**src/phase_current_offset_average_defines.svh**
```systemverilog
// Assertion macros shared by the phase current offset and average block.
`ifndef PHASE_CURRENT_OFFSET_AVERAGE_DEFINES_SVH
`define PHASE_CURRENT_OFFSET_AVERAGE_DEFINES_SVH

// Property that must hold at every clock edge outside reset.
`define PCOA_CHECK(lbl, prop) \
    lbl: assert property (@(posedge i_clk) disable iff (!i_rst_n) (prop)) \
        else $error("pcoa check failed");

// Condition in one cycle that implies a consequence in the next.
`define PCOA_CHECK_NEXT(lbl, ante, cons) \
    lbl: assert property (@(posedge i_clk) disable iff (!i_rst_n) (ante) |=> (cons)) \
        else $error("pcoa next-cycle check failed");

`endif

```
**src/pcoa_pkg.sv**
```systemverilog
// Package: widths, constants, types and saturation helper for the current filter.
package pcoa_pkg;

    localparam int SAMPLE_BITS   = 12;
    localparam int FRAC_BITS     = 4;
    localparam int WINDOW_LEN    = 16;
    localparam int DISCARD_COUNT = 500;
    localparam int AVERAGE_COUNT = 1000;

    localparam int GAIN_W    = 24;
    localparam int GAIN_FRAC = 16;
    localparam logic [GAIN_W-1:0] GAIN_RESET = GAIN_W'(65536);
    localparam int OUT_W     = 24;

    // difference with fraction bits, offset, corrected sample
    localparam int D_W    = SAMPLE_BITS + 1 + FRAC_BITS;
    localparam int OFF_W  = D_W + 1;
    localparam int C_W    = OFF_W + 1;
    localparam int WSUM_W = C_W + $clog2(WINDOW_LEN + 1);
    localparam int CAL_W  = D_W + $clog2(AVERAGE_COUNT) + 1;

    localparam int IDX_W  = (WINDOW_LEN > 1) ? $clog2(WINDOW_LEN) : 1;
    localparam int FILL_W = $clog2(WINDOW_LEN + 1);
    localparam int CNT_MAX = (DISCARD_COUNT > AVERAGE_COUNT) ? DISCARD_COUNT : AVERAGE_COUNT;
    localparam int CNT_W  = $clog2(CNT_MAX + 1);

    // serial divide / multiply unit
    localparam int NUM_W   = (CAL_W > WSUM_W) ? CAL_W : WSUM_W;
    localparam int DIV_W   = NUM_W + 1;
    localparam int DEN_MAX = (AVERAGE_COUNT > WINDOW_LEN) ? AVERAGE_COUNT : WINDOW_LEN;
    localparam int DEN_W   = $clog2(DEN_MAX + 1);
    localparam int A_W     = C_W;
    localparam int PROD_W  = A_W + GAIN_W;
    localparam int SAT_W   = PROD_W - GAIN_FRAC + 1;
    localparam int STEP_MAX = (DIV_W > GAIN_W) ? DIV_W : GAIN_W;
    localparam int STEP_W  = $clog2(STEP_MAX);

    localparam int IN_W       = ((4 * SAMPLE_BITS + 7) / 8) * 8;
    localparam int OUT_DATA_W = ((3 * OUT_W + 7) / 8) * 8;

    localparam logic signed [SAT_W-1:0] SAT_HI = SAT_W'((1 << (OUT_W - 1)) - 1);
    localparam logic signed [SAT_W-1:0] SAT_LO = ~SAT_HI;

    typedef struct packed {
        logic start;
        logic mul;
    } t_unit_req;

    function automatic logic signed [OUT_W-1:0] sat_out(input logic signed [SAT_W-1:0] v);
        logic signed [OUT_W-1:0] r;
        if (v > SAT_HI) begin
            r = {1'b0, {(OUT_W-1){1'b1}}};
        end else if (v < SAT_LO) begin
            r = {1'b1, {(OUT_W-1){1'b0}}};
        end else begin
            r = v[OUT_W-1:0];
        end
        return r;
    endfunction

endpackage

```
**src/pcoa_divmul.sv**
```systemverilog
// Bit-serial rounded divider, optionally followed by a shift-add gain multiplier with rounding and saturation.
module pcoa_divmul (
    input  logic                                i_clk,
    input  logic                                i_rst_n,
    input  pcoa_pkg::t_unit_req                 i_req,
    input  logic signed [pcoa_pkg::NUM_W-1:0]   i_num,
    input  logic [pcoa_pkg::DEN_W-1:0]          i_den,
    input  logic [pcoa_pkg::GAIN_W-1:0]         i_gain,
    output logic                                o_done,
    output logic signed [pcoa_pkg::A_W-1:0]     o_quot,
    output logic signed [pcoa_pkg::OUT_W-1:0]   o_cur
);

    localparam int NUM_W  = pcoa_pkg::NUM_W;
    localparam int DIV_W  = pcoa_pkg::DIV_W;
    localparam int DEN_W  = pcoa_pkg::DEN_W;
    localparam int A_W    = pcoa_pkg::A_W;
    localparam int GAIN_W = pcoa_pkg::GAIN_W;
    localparam int PROD_W = pcoa_pkg::PROD_W;
    localparam int SAT_W  = pcoa_pkg::SAT_W;
    localparam int STEP_W = pcoa_pkg::STEP_W;
    localparam int GFRAC  = pcoa_pkg::GAIN_FRAC;

    typedef enum logic [2:0] {
        U_IDLE,
        U_DIV,
        U_LOAD,
        U_MUL,
        U_FIN
    } t_ustate;

    t_ustate                  r_state;
    logic [STEP_W-1:0]        r_step;
    logic                     r_neg;
    logic                     r_mul;
    logic [DIV_W-1:0]         r_dvd;
    logic [DEN_W-1:0]         r_rem;
    logic [DEN_W-1:0]         r_den;
    logic [PROD_W-1:0]        r_prod;
    logic [A_W-1:0]           r_mcand;
    logic                     r_done;
    logic signed [A_W-1:0]    r_quot;
    logic signed [pcoa_pkg::OUT_W-1:0] r_cur;

    logic signed [NUM_W:0]    num_x;
    logic [DIV_W-1:0]         n_dvd_init;
    logic [DEN_W:0]           trial;
    logic                     fits;
    logic [DEN_W:0]           rem_sub;
    logic [A_W:0]             psum;
    logic [PROD_W-1:0]        n_prod;
    logic [PROD_W-1:0]        rounded;
    logic signed [SAT_W-1:0]  cur_mag;
    logic signed [SAT_W-1:0]  cur_val;
    logic signed [A_W:0]      q_mag;
    logic signed [A_W:0]      q_val;

    always_comb begin
        num_x      = (NUM_W+1)'(i_num);
        n_dvd_init = DIV_W'(i_num[NUM_W-1] ? -num_x : num_x) + DIV_W'(i_den >> 1);

        // restoring step: one quotient bit per cycle, shifted into the dividend word
        trial   = {r_rem, r_dvd[DIV_W-1]};
        fits    = trial >= {1'b0, r_den};
        rem_sub = fits ? (trial - {1'b0, r_den}) : trial;

        // LSB-first shift-add over the gain bits held in the low part of r_prod
        psum   = {1'b0, r_prod[PROD_W-1:GAIN_W]} + (r_prod[0] ? {1'b0, r_mcand} : '0);
        n_prod = {psum, r_prod[GAIN_W-1:1]};

        rounded = r_prod + PROD_W'(1 << (GFRAC - 1));
        cur_mag = $signed({1'b0, rounded[PROD_W-1:GFRAC]});
        cur_val = r_neg ? -cur_mag : cur_mag;

        q_mag = $signed({1'b0, r_dvd[A_W-1:0]});
        q_val = r_neg ? -q_mag : q_mag;
    end

    always_ff @(posedge i_clk) begin
        if (!i_rst_n) begin
            r_state <= U_IDLE;
            r_done  <= 1'b0;
        end else begin
            r_done <= r_state == U_FIN;
            unique case (r_state)
                U_IDLE: begin
                    if (i_req.start) begin
                        r_neg   <= i_num[NUM_W-1];
                        r_mul   <= i_req.mul;
                        r_dvd   <= n_dvd_init;
                        r_den   <= i_den;
                        r_rem   <= '0;
                        r_step  <= STEP_W'(DIV_W - 1);
                        r_state <= U_DIV;
                    end
                end
                U_DIV: begin
                    r_rem  <= rem_sub[DEN_W-1:0];
                    r_dvd  <= {r_dvd[DIV_W-2:0], fits};
                    r_step <= r_step - 1'b1;
                    if (r_step == '0) begin
                        r_state <= r_mul ? U_LOAD : U_FIN;
                    end
                end
                U_LOAD: begin
                    r_mcand <= r_dvd[A_W-1:0];
                    r_prod  <= {{A_W{1'b0}}, i_gain};
                    r_step  <= STEP_W'(GAIN_W - 1);
                    r_state <= U_MUL;
                end
                U_MUL: begin
                    r_prod <= n_prod;
                    r_step <= r_step - 1'b1;
                    if (r_step == '0) begin
                        r_state <= U_FIN;
                    end
                end
                U_FIN: begin
                    r_quot  <= q_val[A_W-1:0];
                    r_cur   <= pcoa_pkg::sat_out(cur_val);
                    r_state <= U_IDLE;
                end
                default: r_state <= U_IDLE;
            endcase
        end
    end

    assign o_done = r_done;
    assign o_quot = r_quot;
    assign o_cur  = r_cur;

endmodule

```
**src/phase_current_offset_average.sv**
```systemverilog
// Top level: offset calibration, moving-average window and milliamp scaling of U/V currents.
//
// Usage:
//  - s_axis carries one conversion word per handshake (tvalid & tready): U/V signal and
//    reference counts. m_axis carries one result word: filtered U, V and W = -(U+V) in mA.
//  - i_cfg_we / i_cfg_wdata write the current gain (unsigned Q16, mA per 1/16 count).
//  - After reset the first DISCARD_COUNT words are dropped and the next AVERAGE_COUNT words
//    build the per-phase offsets; none of them gives a result. Every later word gives one.
//  - One word at a time: the next word is accepted only after the current one is done. The
//    word that closes calibration runs one serial division per phase.
//  - For a running word, both lanes run a 29-step restoring divider (window sum by fill
//    count), then a 24-step shift-add gain multiply.
//  - Results sit in an output register; the next word is accepted while it waits. If the
//    receiver still stalls when the following result is done, the block holds it and takes
//    no input until the output register frees.
//  - Reset is synchronous, active low: it restarts calibration and empties the window.
//    The ring needs no clearing pass: entries read from it are only used once the window is full.
`include "phase_current_offset_average_defines.svh"

module phase_current_offset_average (
    input  logic                                 i_clk,
    input  logic                                 i_rst_n,
    input  logic                                 i_cfg_we,
    input  logic [pcoa_pkg::GAIN_W-1:0]          i_cfg_wdata,
    input  logic                                 s_axis_tvalid,
    output logic                                 s_axis_tready,
    // u_signal, v_signal, u_reference, v_reference
    input  logic [pcoa_pkg::IN_W-1:0]            s_axis_tdata,
    output logic                                 m_axis_tvalid,
    input  logic                                 m_axis_tready,
    // current_u, current_v, current_w
    output logic [pcoa_pkg::OUT_DATA_W-1:0]      m_axis_tdata
);

    localparam int SB     = pcoa_pkg::SAMPLE_BITS;
    localparam int D_W    = pcoa_pkg::D_W;
    localparam int OFF_W  = pcoa_pkg::OFF_W;
    localparam int C_W    = pcoa_pkg::C_W;
    localparam int WSUM_W = pcoa_pkg::WSUM_W;
    localparam int CAL_W  = pcoa_pkg::CAL_W;
    localparam int IDX_W  = pcoa_pkg::IDX_W;
    localparam int FILL_W = pcoa_pkg::FILL_W;
    localparam int CNT_W  = pcoa_pkg::CNT_W;
    localparam int NUM_W  = pcoa_pkg::NUM_W;
    localparam int DEN_W  = pcoa_pkg::DEN_W;
    localparam int A_W    = pcoa_pkg::A_W;
    localparam int OUT_W  = pcoa_pkg::OUT_W;
    localparam int SAT_W  = pcoa_pkg::SAT_W;
    localparam int WLEN   = pcoa_pkg::WINDOW_LEN;

    typedef enum logic [1:0] {
        M_DISCARD,
        M_AVERAGE,
        M_RUN
    } t_mode;

    typedef enum logic [2:0] {
        S_IDLE,
        S_EVAL,
        S_RING,
        S_CAL_DIV,
        S_CAL_WAIT,
        S_RUN_DIV,
        S_RUN_WAIT,
        S_PUT
    } t_state;

    t_state                     r_state;
    t_mode                      r_mode;
    logic [CNT_W-1:0]           r_cnt;
    logic [pcoa_pkg::GAIN_W-1:0] r_gain;
    logic signed [D_W-1:0]      r_du, r_dv;
    logic signed [CAL_W-1:0]    r_cal_u, r_cal_v;
    logic signed [OFF_W-1:0]    r_off_u, r_off_v;
    logic signed [C_W-1:0]      r_cu, r_cv;
    logic signed [C_W-1:0]      r_old_u, r_old_v;
    logic signed [WSUM_W-1:0]   r_wsum_u, r_wsum_v;
    logic [IDX_W-1:0]           r_idx;
    logic [FILL_W-1:0]          r_fill;
    logic signed [OUT_W-1:0]    r_iu, r_iv;
    logic                       r_m_valid;
    logic [pcoa_pkg::OUT_DATA_W-1:0] r_m_data;

    logic signed [C_W-1:0]      ring_u [WLEN];
    logic signed [C_W-1:0]      ring_v [WLEN];

    logic signed [SB:0]         diff_u, diff_v;
    logic signed [D_W-1:0]      n_du, n_dv;
    logic signed [C_W-1:0]      n_cu, n_cv;
    logic                       win_full;
    logic [IDX_W-1:0]           ring_waddr;
    logic signed [OUT_W:0]      uv_sum;
    logic signed [SAT_W-1:0]    w_val;
    logic signed [OUT_W-1:0]    n_iw;

    pcoa_pkg::t_unit_req        unit_req;
    logic signed [NUM_W-1:0]    num_u, num_v;
    logic [DEN_W-1:0]           unit_den;
    logic                       w_done_u, w_done_v;
    logic signed [A_W-1:0]      quot_u, quot_v;
    logic signed [OUT_W-1:0]    cur_u, cur_v;

    always_comb begin
        diff_u = $signed({1'b0, s_axis_tdata[SB-1:0]}) - $signed({1'b0, s_axis_tdata[3*SB-1:2*SB]});
        diff_v = $signed({1'b0, s_axis_tdata[2*SB-1:SB]}) - $signed({1'b0, s_axis_tdata[4*SB-1:3*SB]});
        n_du   = $signed({diff_u, {pcoa_pkg::FRAC_BITS{1'b0}}});
        n_dv   = $signed({diff_v, {pcoa_pkg::FRAC_BITS{1'b0}}});

        n_cu = C_W'(r_du) - C_W'(r_off_u);
        n_cv = C_W'(r_dv) - C_W'(r_off_v);

        win_full   = r_fill == FILL_W'(WLEN);
        ring_waddr = win_full ? r_idx : r_fill[IDX_W-1:0];

        uv_sum = (OUT_W+1)'(r_iu) + (OUT_W+1)'(r_iv);
        w_val  = -SAT_W'(uv_sum);
        n_iw   = pcoa_pkg::sat_out(w_val);

        unit_req.start = (r_state == S_CAL_DIV) || (r_state == S_RUN_DIV);
        unit_req.mul   = r_state == S_RUN_DIV;
        num_u    = (r_state == S_RUN_DIV) ? NUM_W'(r_wsum_u) : NUM_W'(r_cal_u);
        num_v    = (r_state == S_RUN_DIV) ? NUM_W'(r_wsum_v) : NUM_W'(r_cal_v);
        unit_den = (r_state == S_RUN_DIV) ? DEN_W'(r_fill) : DEN_W'(pcoa_pkg::AVERAGE_COUNT);
    end

    pcoa_divmul u_lane_u (
        .i_clk   (i_clk),
        .i_rst_n (i_rst_n),
        .i_req   (unit_req),
        .i_num   (num_u),
        .i_den   (unit_den),
        .i_gain  (r_gain),
        .o_done  (w_done_u),
        .o_quot  (quot_u),
        .o_cur   (cur_u)
    );

    pcoa_divmul u_lane_v (
        .i_clk   (i_clk),
        .i_rst_n (i_rst_n),
        .i_req   (unit_req),
        .i_num   (num_v),
        .i_den   (unit_den),
        .i_gain  (r_gain),
        .o_done  (w_done_v),
        .o_quot  (quot_v),
        .o_cur   (cur_v)
    );

    // ring storage: one read port for the oldest entry, one write port
    always_ff @(posedge i_clk) begin
        if (r_state == S_EVAL) begin
            r_old_u <= ring_u[r_idx];
            r_old_v <= ring_v[r_idx];
        end
        if (r_state == S_RING) begin
            ring_u[ring_waddr] <= r_cu;
            ring_v[ring_waddr] <= r_cv;
        end
    end

    always_ff @(posedge i_clk) begin
        if (!i_rst_n) begin
            r_gain <= pcoa_pkg::GAIN_RESET;
        end else if (i_cfg_we) begin
            r_gain <= i_cfg_wdata;
        end
    end

    always_ff @(posedge i_clk) begin
        if (!i_rst_n) begin
            r_state   <= S_IDLE;
            r_mode    <= M_DISCARD;
            r_cnt     <= '0;
            r_cal_u   <= '0;
            r_cal_v   <= '0;
            r_off_u   <= '0;
            r_off_v   <= '0;
            r_wsum_u  <= '0;
            r_wsum_v  <= '0;
            r_idx     <= '0;
            r_fill    <= '0;
            r_m_valid <= 1'b0;
        end else begin
            // S_PUT refills the output register itself
            if (r_m_valid && m_axis_tready && (r_state != S_PUT)) begin
                r_m_valid <= 1'b0;
            end
            unique case (r_state)
                S_IDLE: begin
                    if (s_axis_tvalid) begin
                        r_du    <= n_du;
                        r_dv    <= n_dv;
                        r_state <= S_EVAL;
                    end
                end
                S_EVAL: begin
                    unique case (r_mode)
                        M_DISCARD: begin
                            if (r_cnt < CNT_W'(pcoa_pkg::DISCARD_COUNT)) begin
                                if (r_cnt == CNT_W'(pcoa_pkg::DISCARD_COUNT - 1)) begin
                                    r_mode <= M_AVERAGE;
                                    r_cnt  <= '0;
                                end else begin
                                    r_cnt <= r_cnt + 1'b1;
                                end
                                r_state <= S_IDLE;
                            end else begin
                                // nothing to drop: this word goes to the average
                                r_mode <= M_AVERAGE;
                                r_cnt  <= '0;
                            end
                        end
                        M_AVERAGE: begin
                            r_cal_u <= r_cal_u + CAL_W'(r_du);
                            r_cal_v <= r_cal_v + CAL_W'(r_dv);
                            if (r_cnt == CNT_W'(pcoa_pkg::AVERAGE_COUNT - 1)) begin
                                r_cnt   <= '0;
                                r_state <= S_CAL_DIV;
                            end else begin
                                r_cnt   <= r_cnt + 1'b1;
                                r_state <= S_IDLE;
                            end
                        end
                        M_RUN: begin
                            r_cu    <= n_cu;
                            r_cv    <= n_cv;
                            r_state <= S_RING;
                        end
                        default: r_state <= S_IDLE;
                    endcase
                end
                S_RING: begin
                    if (win_full) begin
                        r_wsum_u <= r_wsum_u + WSUM_W'(r_cu) - WSUM_W'(r_old_u);
                        r_wsum_v <= r_wsum_v + WSUM_W'(r_cv) - WSUM_W'(r_old_v);
                        r_idx    <= (r_idx == IDX_W'(WLEN - 1)) ? '0 : r_idx + 1'b1;
                    end else begin
                        r_wsum_u <= r_wsum_u + WSUM_W'(r_cu);
                        r_wsum_v <= r_wsum_v + WSUM_W'(r_cv);
                        r_fill   <= r_fill + 1'b1;
                    end
                    r_state <= S_RUN_DIV;
                end
                S_CAL_DIV: r_state <= S_CAL_WAIT;
                S_CAL_WAIT: begin
                    if (w_done_u) begin
                        r_off_u  <= quot_u[OFF_W-1:0];
                        r_off_v  <= quot_v[OFF_W-1:0];
                        r_wsum_u <= '0;
                        r_wsum_v <= '0;
                        r_idx    <= '0;
                        r_fill   <= '0;
                        r_mode   <= M_RUN;
                        r_state  <= S_IDLE;
                    end
                end
                S_RUN_DIV: r_state <= S_RUN_WAIT;
                S_RUN_WAIT: begin
                    if (w_done_u) begin
                        r_iu    <= cur_u;
                        r_iv    <= cur_v;
                        r_state <= S_PUT;
                    end
                end
                S_PUT: begin
                    if (!r_m_valid || m_axis_tready) begin
                        r_m_data  <= pcoa_pkg::OUT_DATA_W'({n_iw, r_iv, r_iu});
                        r_m_valid <= 1'b1;
                        r_state   <= S_IDLE;
                    end
                end
                default: r_state <= S_IDLE;
            endcase
        end
    end

    assign s_axis_tready = r_state == S_IDLE;
    assign m_axis_tvalid = r_m_valid;
    assign m_axis_tdata  = r_m_data;

    `PCOA_CHECK(a_fill_range, r_fill <= FILL_W'(WLEN))
    `PCOA_CHECK(a_lanes_in_step, w_done_u == w_done_v)
    `PCOA_CHECK_NEXT(a_run_sticky, r_mode == M_RUN, r_mode == M_RUN)
    `PCOA_CHECK(a_result_after_put, $rose(m_axis_tvalid) |-> $past(r_state == S_PUT))

endmodule

```
**config.mk**
```make
export PLATFORM = sky130hd
export DESIGN_NAME = phase_current_offset_average
export DESIGN_NICKNAME = d
export VERILOG_FILES = /design/src/pcoa_pkg.sv /design/src/pcoa_divmul.sv /design/src/phase_current_offset_average.sv
export VERILOG_INCLUDE_DIRS = /design/src /design/src/src
export SDC_FILE = /design/constraint.sdc
export NUM_CORES = 2
export LEC_CHECK = 0
export BUFFER_PORTS_ARGS = -buffer_cell sky130_fd_sc_hd__buf_2
export CAP_MARGIN = 20
export CORE_ASPECT_RATIO = 1.2
export CORE_MARGIN = 2
export CORE_UTILIZATION = 38
export CTS_CLUSTER_SIZE = 25
export DETAILED_ROUTE_END_ITERATION = 8
export GPL_TIMING_DRIVEN = 0
export PLACE_DENSITY = 0.54
export SYNTH_ARGS = -nofsm -noshare
export SYNTH_HDL_FRONTEND = slang
export SYNTH_SLANG_ARGS = --single-unit
```
**constraint.sdc**
```tcl
create_clock -name i_clk -period 5.7 [get_ports i_clk]
set_input_delay 0.57 -clock i_clk [delete_from_list [all_inputs] [get_ports i_clk]]
set_output_delay 0.57 -clock i_clk [all_outputs]
set_load 0.005 [all_outputs]
```
After elaboration in Yosys (flattened, before gate mapping)
Memory sizes are Yosys's and may differ from the RTL's. A register that Yosys moved wholly into a read port is not among the register bits.
Index checks and enable logic that the tools add are counted.
- flip-flop bits (word level): 700
- memories kept: 2
- memory bits (writable): 608
- logic and storage cells: 243
- input bits: 77
- mux-type cells: 72
- add/subtract/negate cells: 31
- eq/ne operators: 37
- $lt $le $gt $ge: 9
- reductions and logical operators: 48
- memories (name ; words ; bits a word ; rd ports ; clocked after memory_dff ; wr ports ; line ; text):
    ring_u ; 16 ; 19 ; 1 ; 1 ; 1 ; phase_current_offset_average.sv:84 ; logic signed [C_W-1:0] ring_u [WLEN];
    ring_v ; 16 ; 19 ; 1 ; 1 ; 1 ; phase_current_offset_average.sv:85 ; logic signed [C_W-1:0] ring_v [WLEN];
- operator list (cell ; number):
    $pmux 43 s2 ; 2
    $mux 24 ; 6
    $mux 29 ; 4
    $pmux 29 s2 ; 2
    $mux 28 ; 4
    $pmux 24 s2 ; 2
    $add 43x16->43 const B ; 2
    $gt 28x24->1 const B ; 3
    $lt 28x24->1 const B ; 3
    $mux 10 ; 7
    $pmux 10 s2 ; 3
    $add 29x9->29 ; 2
    $neg 28->29 ; 2
    $add 28x17->28 ; 2
    $neg 27->28 ; 2
    $add 24x19->24 ; 2
    $sub 24x19->24 ; 2
    $reduce_and 3->1 ; 14
    $add 19x20->20 ; 2
    $mux 19 ; 2
    $sub 17x18->19 ; 2
    $mux 18 ; 2
    $mux 3 ; 12
    $neg 18->18 ; 2
    other kinds (46) ; 111

Longest topological paths before layout
- depth in word-level cells: 7
- gate-level depth with buffers: 26

Hierarchy
Synthesis repeated with hierarchy kept, for this count alone.
- cells, all modules: 5899
- area, all modules: 70163.5 um^2
- by module, submodules not included (module ; area each (um^2) ; cells each ; seq. area each (um^2) ; instances):
    phase_current_offset_average ; 47938.5 ; 3669 ; 28547.4 ; 1
    pcoa_divmul at u_lane_u ; 11249.5 ; 1136 ; 4914.7 ; 1
    pcoa_divmul at u_lane_v ; 10975.5 ; 1094 ; 4914.7 ; 1

Worst setup path before layout
No wires, ideal clock.
- kind: register to register
- start: reg r_state[0]
- end: reg r_cu[0], enable pin
- path slack: 0.548 ns
- buffers on the path: 0
- data required time: 5.301 ns
- arrival time: 4.753 ns
- stages on the path, launching flop included: 3
- cell sequence: dfxtp_1 -> nor3b_1 -> and3_1
- longest elaborated chain between the ends: 2
- RTL lines (item ; line ; text):
    start, declared ; phase_current_offset_average.sv:68 ; t_state r_state;
    start signal, assigned ; phase_current_offset_average.sv:172 ; r_state <= S_IDLE;
    start signal, assigned ; phase_current_offset_average.sv:194 ; r_state <= S_EVAL;
    start signal, assigned ; phase_current_offset_average.sv:207 ; r_state <= S_IDLE;
    $eq 3x1->1 ; phase_current_offset_average.sv:189 ; unique case (r_state)
    $reduce_and 3->1 (no source line) ; - ;
    end signal, assigned ; phase_current_offset_average.sv:226 ; r_cu <= n_cu;
    end, declared ; phase_current_offset_average.sv:75 ; logic signed [C_W-1:0] r_cu, r_cv;
No other way between the ends.
A chain may end at the register's enable or synchronous reset.

Worst setup path after layout
- start: reg r_state[1]
- end: reg u_lane_v.r_dvd[24], data pin
- RTL lines (item ; line ; text):
    $eq 3x3->1 ; phase_current_offset_average.sv:123 ; unit_den = (r_state == S_RUN_DIV) ? DEN_W'(r_fill) : DEN_W'(pcoa_pkg::AVERAGE_COUNT);
    $mux 10 ; phase_current_offset_average.sv:123 ;
    via u_lane_u.i_den, one bit ; pcoa_divmul.sv:7 ; input logic [pcoa_pkg::DEN_W-1:0] i_den,
    $add 29x9->29 ; pcoa_divmul.sv:60 ; n_dvd_init = DIV_W'(i_num[NUM_W-1] ? -num_x : num_x) + DIV_W'(i_den >> 1);
    $mux 29 ; pcoa_divmul.sv:87 ; if (i_req.start) begin
    $pmux 29 s2 ; pcoa_divmul.sv:85 ; unique case (r_state)
    end signal, assigned ; pcoa_divmul.sv:90 ; r_dvd <= n_dvd_init;
    end signal, assigned ; pcoa_divmul.sv:99 ; r_dvd <= {r_dvd[DIV_W-2:0], fits};
    end, declared ; pcoa_divmul.sv:36 ; logic [DIV_W-1:0] r_dvd;
The timed path passes the listed nets, and every way through them passes these cells. The select of a mux whose other input is x is not followed.

==> key figures <==
Place
  – Gpl congestion: 0.921
  – IO buf count: 149
  – DPL Wire Length: 137 mm
  – DP Cell Count: 8,280
  – Setup WS pre-CTS: -1.26 ns

Logic synthesis
  – Distinct cells, synth: 107
  – Netlist Area Pre-Place: 68,800 um2
  – EDFF count, synth: 1,142
  – Main combinational cell family by area after synthesis: simple AND/OR/NAND/NOR gates
  – Adder-cell area share of the yosys netlist: 6.53%
  – Synth Area in Compound Gates: 10.2%
  – Syn Nets: 6,082
  – Synth area leader: edfxtp_1
  – Top-area cell type share of the netlist area: 49.8%
  – Post-Synth XOR/XNOR Area: 5.63%
  – Yosys Warn Count: 0
  – Fraction of registers with async set/reset: 0%
  – #FFs+latches synth: 1,330
  – Most used flip-flop cell after synthesis: edfxtp_1
  – Sequential cell area fraction in the yosys report: 55.3%
  – Post-Syn Instances: 5,655
  – Mean Syn Cell Area: 12.2 um2
  – Dominant cells by area after synthesis: edfxtp_1 50%, mux4_2 6.2%, ha_1 6.1%
  – Simple-gate share of the synthesized area: 10.9%
  – Mux contribution to synthesized area: 8.39%

Setup path
  – CP endpoint kind: flip-flop
  – Setup crit start kind: flip-flop
  – Worst Path Arrival: 5.89 ns
  – Crit path kind: reg2reg
  – Critical Path RT: 6.21 ns
  – Max FO, Critical Path: 21

Pwr
  – Clock power share: 44.5%
  – Leakage: 0.0282 uW
  – Sequential Power Share: 49.0%
  – Internal Pwr Total: 17,000 uW
  – Comb pwr share: 6.5%
  – Sw frac: 22.5%
  – VDD IR max: 0.000345 V
  – PwrDens: 277 nW/um2
  – Sw power: 4940 uW

Route
  – Final ANT Viol Nets: 0
  – DR vias/cell: 5.32
  – Max Used Layer: met5
  – Met2 wire len: 95.4 mm
  – Total routed wirelength: 186 mm
  – Initial drt markers: 2,929
  – Pre-antenna DRT Iters: 7
  – DR vias: 45,700
  – WL/cell: 21.7 um
  – Drc violations: 0
  – Met3 WL: 7.39 mm
  – Met1 WL: 75.3 mm

GRT
  – First-pass GRT wire length: 279 mm
  – Vias in the first global route: 45,700
  – Largest net degree at the start of global routing: 73
  – GRT Total Usage: 20.0%
  – Antenna violations before repair: 3
  – Grt total ovfl: 0

Layout
  – Most frequent cells in the layout: 1,142 x edfxtp_1, 465 x nand2_1, 389 x nor2_1, 346 x a21oi_1, 334 x ha_1
  – Non-Filler Instances: 8,587
  – Commonest non-fill, non-tap cell in the layout: edfxtp_1
  – Combined area of the multi-input logic cells: 29,000 um2
  – Nets: 6,470
  – Fill count: 16,700
  – Synth-to-Final Area Change: 15.3%
  – Share of cells above drive strength 1: 13.5%
  – Flip-flop and latch area: 38,100 um2

Floorplanning
  – Die area: 185,000 um2
  – Die width: 393 um
  – Initial Utilization: 38.1%
  – Io pins: 151
  – Core area: 181,000 um2
  – DIE HEIGHT: 470 um
  – FP Rows: 171

STA
  – Post-route clock period utilization: 94.3%
  – Worst slew pin tran: 1.15 ns
  – Post-Route Setup TNS: 0 ns
  – Hold Fails Final Rpt: 0
  – Unrepaired setup endpoints after global routing: no
  – Fmax: 186 MHz
  – Post-route clock skew: 0.0289 ns
  – Setup Viol. Count Final: 0
  – Crit path time final: 5.38 ns
  – Fin. max-slew vios: 0
  – Slew headroom: 23.5%
  – Final WS setup: 0.322 ns

Clock tree
  – Worst-path clk slew: 0.06 ns
  – TritonCTS clock tree: built
  – CTS sink cnt: 1,330
  – Clk_lat worst skew: 0.80 ns
  – Root buffer cell: clkbuf_16
  – Cts bufs inserted: 146
  – CTS max path bufs: 3
  – H-tree lvl count: 4

Status
  – Outcome: finished, final reports clean

Hold path
  – Min-delay worst type: in2reg

Flow run
  – Max Cap Violations: 0
logic make-up (layout without fill, tap and decap cells):
kind of cell               count (synthesis)  in the layout
adders and majority gates                350            350
buffers and inverters                    531           1039
other                                      0              2
AOI/OAI and AO/OA                       1133           1133
and+or+nand+nor                         1546           1546
muxes                                    325            325
xor gates and xnor gates                 440            440
DFF                                     1330           1330
stage by stage:
stage          util, %  power [uW]  hold WS, ns  area (um2)
5_1_grt           43.9       22700       0.0548       79300
2_1_floorplan        -       11900        0.400       68800
3_5_place_dp      40.9       12400        0.405       73900
4_1_cts           43.8       22200      0.00976       79100
6_report          43.9       21900       0.0801       79300
3_3_place_gp      40.2       12300        0.404       72600
synthesized netlist by cell type, types with 12 or more instances:
library cell,count
edfxtp_1,1142
nand2_1,465
nor2_1,406
a21oi_1,351
ha_1,335
inv_1,321
xnor2_1,302
o21ai_0,288
mux4_2,190
dfxtp_1,188
clkbuf_1,151
xor2_1,136
nand3_1,122
nor3_1,106
a21o_1,80
mux2i_1,75
and2_1,72
nand2b_1,57
mux2_2,53
and3_1,51
nor2b_1,51
a211oi_1,43
a31oi_1,41
o21a_1,40
nand4_1,37
or3_1,31
buf_1,30
a21boi_0,27
o21bai_1,27
o31ai_1,26
nor4_1,23
o21ai_1,23
a22oi_1,20
o41ai_1,20
or2_2,20
o211ai_1,19
buf_2,16
nor3b_1,16
a211o_1,15
and4_1,15
fa_1,15
or4_1,14
o31a_1,12
sequential cells by signal, summed over array words and instances (netlist names), 24 cells and up:
signal           flops
r_iv                24
ring_v             304
u_lane_u.r_dvd      29
u_lane_u.o_cur      24
u_lane_u.r_prod     43
m_axis_tdata        72
u_lane_v.r_dvd      29
u_lane_v.r_prod     43
r_cal_u             24
ring_u             304
r_wsum_v            24
r_wsum_u            24
r_gain              24
r_iu                24
r_cal_v             24
u_lane_v.o_cur      24
layout make-up:
cell class,instances,share of cell area (%)
Inverter,325,1.54
Tap cell,2422,3.82
Clock inverter,77,1.18
Clock buffer,191,5.05
Timing Repair Buffer,243,2.85
Sequential cell,1330,48.0
Antenna cell,2,0.00631
Multi-Input combinational cell,3794,36.5
Buffer,203,1.07
routing by layer:
layer | GRT usage (%) | vias to the layer above
li1 | - | 21900
met2 | 35.9 | 985
met4 | 8.29 | 4
met1 | 23.8 | 22500
met5 | 0 | -
met3 | 2.68 | 330
power by group through the flow:
stage	clock, uW	combinational, uW	sequential (uW)
floorplan	0	1010	10900
global placement	0	1340	11000
detailed placement	0	1390	11000
CTS	9990	1420	10800
global route	10400	1580	10800
finish	9760	1420	10800
final timing paths:
| kind | from | cells past startpoint | slack, ns | endpoint |
|---|---|---|---|---|
| worst max-delay path | r_state[1]$_SDFFE_PN0P_ | 18 | 0.32 | u_lane_v.r_dvd[24]$_DFFE_PP_ |
| worst min-delay path | i_cfg_wdata[12] | 3 | 0.08 | r_gain[12]$_SDFFE_PN0P_ |
| worst max register to register | r_state[1]$_SDFFE_PN0P_ | 18 | 0.32 | u_lane_v.r_dvd[24]$_DFFE_PP_ |
| worst min register to register | u_lane_v.o_cur[19]$_SDFFCE_PN1P_ | 0 | 0.41 | r_iv[19]$_DFFE_PP_ |
critical path, cell delays in order, from the launching register on:
cell and delay (ns):
dfxtp_1 0.36, nand3b_2 0.24, buf_2 0.44, clkbuf_1 0.57, clkbuf_4 0.53, nor2_1 0.29
ha_1 0.30, fa_1 0.40, a21o_1 0.17, a21oi_1 0.22, o21bai_1 0.09, a21oi_1 0.24
o21bai_1 0.10, a21o_1 0.23, a21oi_4 0.26, nor2_1 0.08, nand4_1 0.22, mux2i_1 0.22
nand3_1 0.10
timing repair:
action                                  4_1_cts  5_1_grt
pin swaps                                     0        1
hold buffers                                 20        0
endpoints found under the setup margin       45       18
resized for setup                             7       17
setup buffers                                 3        8
endpoints found under the hold margin        20        0
No activity file was read; power rests on OpenSTA's default activity.
